[config.mk]
export PLATFORM = sky130hd
export DESIGN_NAME = bapp_seq
export DESIGN_NICKNAME = d
export VERILOG_FILES = /design/src/bapp_pkg.sv /design/src/bapp_seq.sv
export SDC_FILE = /design/constraint.sdc
export NUM_CORES = 1
export LEC_CHECK = 0
export BUFFER_PORTS_ARGS = -buffer_cell sky130_fd_sc_hd__buf_2
export CAP_MARGIN = 20
export CORE_ASPECT_RATIO = 1.1
export CORE_MARGIN = 4
export CORE_UTILIZATION = 35
export DETAILED_ROUTE_END_ITERATION = 7
export PLACE_DENSITY = 0.63
export SLEW_MARGIN = 20
export SYNTH_ARGS = -nofsm -noshare
export SYNTH_HDL_FRONTEND = slang
export SYNTH_SLANG_ARGS = --single-unit
[constraint.sdc]
create_clock -name clock -period 4.45 [get_ports clock]
set_clock_uncertainty 0.05 [all_clocks]
set_input_delay 0.445 -clock clock [delete_from_list [all_inputs] [get_ports clock]]
set_output_delay 0.445 -clock clock [all_outputs]
set_load 0.01 [all_outputs]
[src/bapp_pkg.sv]
package bapp_pkg;

   localparam int DATA_W  = 32;
   localparam int STEPS_W = 9;
   localparam int IDX_W   = 3;

   typedef enum logic [IDX_W-1:0] {
      CSR_NUM_STEPS = 3'd0,
      CSR_UP_FACTOR = 3'd1,
      CSR_DOWN_FACTOR = 3'd2,
      CSR_UP_PROB = 3'd3,
      CSR_DISCOUNT = 3'd4
   } csr_idx_type;

   localparam logic [STEPS_W-1:0] NUM_STEPS_RESET = 9'd64;
   localparam logic [DATA_W-1:0]  UP_FACTOR_RESET = 32'h4000_0000;
   localparam logic [DATA_W-1:0]  DOWN_FACTOR_RESET = 32'h4000_0000;
   localparam logic [DATA_W-1:0]  UP_PROB_RESET = 32'h8000_0000;
   localparam logic [DATA_W-1:0]  DISCOUNT_RESET = 32'hFFFF_FFFF;

   // 1.0 in Q2.30, used to pass the spot price through the multiplier
   localparam logic [DATA_W-1:0]  FACTOR_ONE = 32'h4000_0000;

   typedef struct packed {
      logic [DATA_W-1:0] up_factor;
      logic [DATA_W-1:0] down_factor;
      logic [DATA_W-1:0] up_prob;
      logic [DATA_W-1:0] discount_factor;
   } cfg_type;

   // one node operation issued by the sequencer
   typedef struct packed {
      logic valid;
      logic fwd;     // forward price pass (leaf payoff written alongside)
      logic seed;    // root node: spot price instead of memory data
      logic prime;   // backward level start: load lower child value only
      logic down;    // forward pass: scale by down factor
      logic last;    // this write produces the root value
   } op_flags_type;

endpackage

[src/bapp_seq.sv]
module bapp_seq import bapp_pkg::*; #(
   parameter int MAX_STEPS = 256,
   localparam int ADDR_W = $clog2(MAX_STEPS + 1)
) (
   input  logic              clock,
   input  logic              reset,
   input  logic              start,
   input  logic [ADDR_W-1:0] steps,
   input  logic              busy,
   input  logic              rsp_free,
   output logic              ready,
   output op_flags_type      op,
   output logic [ADDR_W-1:0] rd_addr,
   output logic [ADDR_W-1:0] wr_addr,
   output logic              result_load
);

   typedef enum logic [2:0] {
      ST_IDLE,
      ST_SEED,
      ST_FWD,
      ST_BWD,
      ST_DRAIN,
      ST_FINISH
   } state_type;

   localparam logic [ADDR_W-1:0] ONE = ADDR_W'(1);

   state_type         state_ff;
   state_type         ret_ff;
   logic [ADDR_W-1:0] level_ff;
   logic [ADDR_W-1:0] k_ff;
   logic [ADDR_W-1:0] n_ff;
   logic              dphase_ff;

   assign ready       = (state_ff == ST_IDLE);
   assign result_load = (state_ff == ST_FINISH) && rsp_free;

   always_comb begin
      op      = '0;
      rd_addr = '0;
      wr_addr = '0;
      case (state_ff)
         ST_SEED: begin
            op.valid = 1'b1;
            op.fwd   = 1'b1;
            op.seed  = 1'b1;
            op.last  = (n_ff == '0);
         end
         ST_FWD: begin
            // descending sweep: node k+1 <- node k * u, then node 0 <- node 0 * d
            op.valid = 1'b1;
            op.fwd   = 1'b1;
            op.down  = dphase_ff;
            rd_addr  = dphase_ff ? '0 : k_ff;
            wr_addr  = dphase_ff ? '0 : k_ff + ONE;
         end
         ST_BWD: begin
            // ascending sweep: read k, write node k-1 from children k-1 and k
            op.valid = 1'b1;
            op.prime = (k_ff == '0);
            op.last  = (level_ff == ONE) && (k_ff != '0);
            rd_addr  = k_ff;
            wr_addr  = k_ff - ONE;
         end
         default: begin
         end
      endcase
   end

   always_ff @(posedge clock) begin
      if (reset) begin
         state_ff  <= ST_IDLE;
         ret_ff    <= ST_IDLE;
         level_ff  <= '0;
         k_ff      <= '0;
         n_ff      <= '0;
         dphase_ff <= 1'b0;
      end else begin
         case (state_ff)
            ST_IDLE: begin
               if (start) begin
                  n_ff     <= steps;
                  state_ff <= ST_SEED;
               end
            end
            ST_SEED: begin
               state_ff <= ST_DRAIN;
               if (n_ff == '0) begin
                  ret_ff <= ST_FINISH;
               end else begin
                  ret_ff    <= ST_FWD;
                  level_ff  <= ONE;
                  k_ff      <= '0;
                  dphase_ff <= 1'b0;
               end
            end
            ST_FWD: begin
               if (!dphase_ff) begin
                  if (k_ff == '0) begin
                     dphase_ff <= 1'b1;
                  end else begin
                     k_ff <= k_ff - ONE;
                  end
               end else begin
                  state_ff <= ST_DRAIN;
                  if (level_ff == n_ff) begin
                     ret_ff <= ST_BWD;
                     k_ff   <= '0;
                  end else begin
                     ret_ff    <= ST_FWD;
                     k_ff      <= level_ff;
                     level_ff  <= level_ff + ONE;
                     dphase_ff <= 1'b0;
                  end
               end
            end
            ST_BWD: begin
               if (k_ff == level_ff) begin
                  state_ff <= ST_DRAIN;
                  if (level_ff == ONE) begin
                     ret_ff <= ST_FINISH;
                  end else begin
                     ret_ff   <= ST_BWD;
                     level_ff <= level_ff - ONE;
                     k_ff     <= '0;
                  end
               end else begin
                  k_ff <= k_ff + ONE;
               end
            end
            ST_DRAIN: begin
               // next level reads entries the pipeline may still be writing
               if (!busy) begin
                  state_ff <= ret_ff;
               end
            end
            ST_FINISH: begin
               if (rsp_free) begin
                  state_ff <= ST_IDLE;
               end
            end
            default: begin
               state_ff <= ST_IDLE;
            end
         endcase
      end
   end

endmodule

==> impl_metrics.yaml <==
status:
  status: "finished clean"
routing:
  dr_total_vias: 2851
  postRouteAntennaNets: 0
  avgRoutedWirePerCell_um: 16.2
  routed_via_density: 5.83
  drc: 0
  routed_wl_mm: 7.90
  first_pass_iters: 5
  drtIter0Drc: 232
logic_synthesis:
  synth_most_common_cell: "nand2_1"
  ys_warn_count: 0
  synth-seq-area-share: 0.253
  synth_cells: 367
  async_flop_share: 0
  synth_common_cells: "nand2_1, a21oi_1, dfxtp_1"
  syn_avg_cell_area_um2: 7.34
  synth_area_leaders: "dfxtp_1, a21oi_1, nand2_1, xnor2_1, xor2_1"
  ys_seq_elements: 34
  synth_nets: 386
  synth_edf_count: 0
  synth_top_area_share: 0.253
  syn_area_um2: 2700
  synth.largest_area_cell: "dfxtp_1"
  synth_cell_type_count: 55
  ys.flop_type: "dfxtp_1"
worst_setup_path:
  setup.worst_path.start_class: "flop"
  crit_fanout: 25
  max_stage_delay_ns: 0.64
  cp.required_ns: 3.95
  cp.buffers_inverters: 1
  crit_family: "simple AND/OR/NAND/NOR gates"
  end_kind: "primary output"
  crit_slowest_cell: "dfxtp_1"
  worstSetupPathDepth: 6
  crit_chain: "nor2_1, nand3_1, or4_1, a31o_2, a21oi_1, buf_2"
  worstSetupPathType: "reg -> out"
  rr_worst_depth: 6
  cp_data_arrival_time_ns: 2.74
placement:
  dp_hpwl_mm: 5.70
  gp_congestion: 0.887
  io_buffers: 39
  place_ws_ns: 1.57
  placed_area_um2: 2870
sta:
  layout_min_cycle_time_ns: 3.24
  setup_ws_ns: 1.21
  relSlewSlack: 0.274
  rsz0062_at_grt: "false"
  max_freq_mhz: 309
  timing.hold.ws_ns: 0.341
  worstMarginPinSlew_ns: 1.08
  slew_viol_final: 0
  fin_crit_sh: 0.727
  fin_setup_tns_ns: 0
  final_hold_viol_count: 0
  setup_viol: 0
global_route:
  grt_first_pass_wirelength_mm: 12.5
  track_usage: 0.165
  grt_pass1_vias: 2576
  grt_antenna_before_repair: 0
  grt_max_degree: 29
  grt_overflow: 0
floorplan:
  die_x_um: 91.7
  die_area_um2: 9170
  initial_core_util: 0.361
  io_pins: 40
  rows: 33
  die_y_um: 100
  coreArea_um2: 7470
min_path:
  hold_depth: 3
  min_path_type: "in -> reg"
pwr:
  vdd_drop_max_v: 0.000264
  leakagePower_nw: 1.16
  p_per_area_nw_per_um2: 378
  p_total_mw: 1.11
clock_network:
  cts_tree: "built"
  cts.clk_slew.worst_paths_ns: 0.07
  clock_sinks: 34
  insertion_delay_ns: 0.29
  cts_buffers: 5
  cts_setup_buffers: 0
  clock-root-buffer: "clkbuf_8"
  ctsResizeCount: 0
  ctsHoldBuffers: 0
  htreeDepth: 2
  cts_max_path_buffers: 2
layout:
  area_delta_synth_final_pct: 9.38
  diodes: 0
  nNetsFinal: 403
  stdcell_area_um2: 2950
  drive_gt1_frac: 0.133
job:
  drv_cap: 0
## cell families after synthesis
family / after synthesis / share of synthesized area
AOI/OAI and AO/OA: 98 / 0.241
xor gates and xnor gates: 32 / 0.107
adders and majority gates: 5 / 0.0232
buffers and inverters: 42 / 0.0738
DFF: 34 / 0.253
muxes: 3 / 0.0116
and+or+nand+nor: 153 / 0.291
## sequential cells by signal, summed over array words and instances (netlist names)
name       cells
k_ff           9
level_ff       9
n_ff           9
ret_ff         3
state_ff       3
dphase_ff      1
## worst register-to-register path: stages, from the launching register on
cell and delay (ns):
dfxtp_1 0.99, inv_1 0.42, a21oi_1 0.28, and2_1 0.21, nand3_2 0.25, or4b_1 0.56, a21oi_1 0.17
## final timing paths
kind | from | end | slack (ns)
max | state_ff[0]$_SDFFE_PP0P_ | wr_addr[3] | 1.21
min | steps[5] | n_ff[5]$_SDFFE_PP0P_ | 0.34
max reg2reg | state_ff[0]$_SDFFE_PP0P_ | level_ff[6]$_SDFFE_PP0P_ | 1.44
min reg2reg | n_ff[1]$_SDFFE_PP0P_ | n_ff[1]$_SDFFE_PP0P_ | 0.44
## per-layer routing
metal / GRT usage / vias to the layer above / routed length (um)
met3: 0.0300 / 28 / 662
met1: 0.207 / 1322 / 3520
met4: 0.0708 / 0 / 225
met2: 0.277 / 143 / 3490
met5: 0 / - / 0
li1: - / 1358 / -
## layout make-up
cell class / count / area [um2]
multi-input cells: 291 / 1820
flip-flops and latches: 34 / 681
clock buffers: 7 / 76.3
well taps: 105 / 131
inverters: 13 / 48.8
fillers: 830 / 4530
repair buffers: 39 / 195
## metrics by stage
step / utilization / std cells
after floorplan: - / 367
after global placement: 0.384 / 482
after detailed placement: 0.384 / 482
after CTS: 0.394 / 489
after global routing: 0.394 / 489
final: 0.394 / 489
## layout by cell type (no fill, tap or decap), types with 2 or more instances in the layout
cell / count
a21oi_1: 38
a221oi_1: 6
a22oi_1: 6
a31o_2: 2
a31oi_1: 2
a32o_1: 2
a32oi_1: 2
and2_1: 13
and3_1: 5
and4_1: 2
buf_2: 39
clkbuf_1: 2
clkbuf_8: 5
dfxtp_1: 34
ha_1: 5
inv_1: 13
mux2i_1: 2
nand2_1: 43
nand2b_1: 3
nand3_1: 11
nand4_1: 9
nor2_1: 29
nor2b_1: 4
nor3_1: 13
nor4_1: 5
o211ai_1: 3
o21ai_0: 17
o22a_1: 2
o22ai_1: 4
o32ai_1: 2
or3_1: 3
or4_1: 5
or4b_1: 4
xnor2_1: 17
xor2_1: 14
## report_power, final
group	leakage, nW	internal (mW)	switching, mW
sequential	0.276	0.343	0.0852
combinational	0.841	0.184	0.284
clock	0.0383	0.108	0.110
Power figures use the tool's default switching activity.
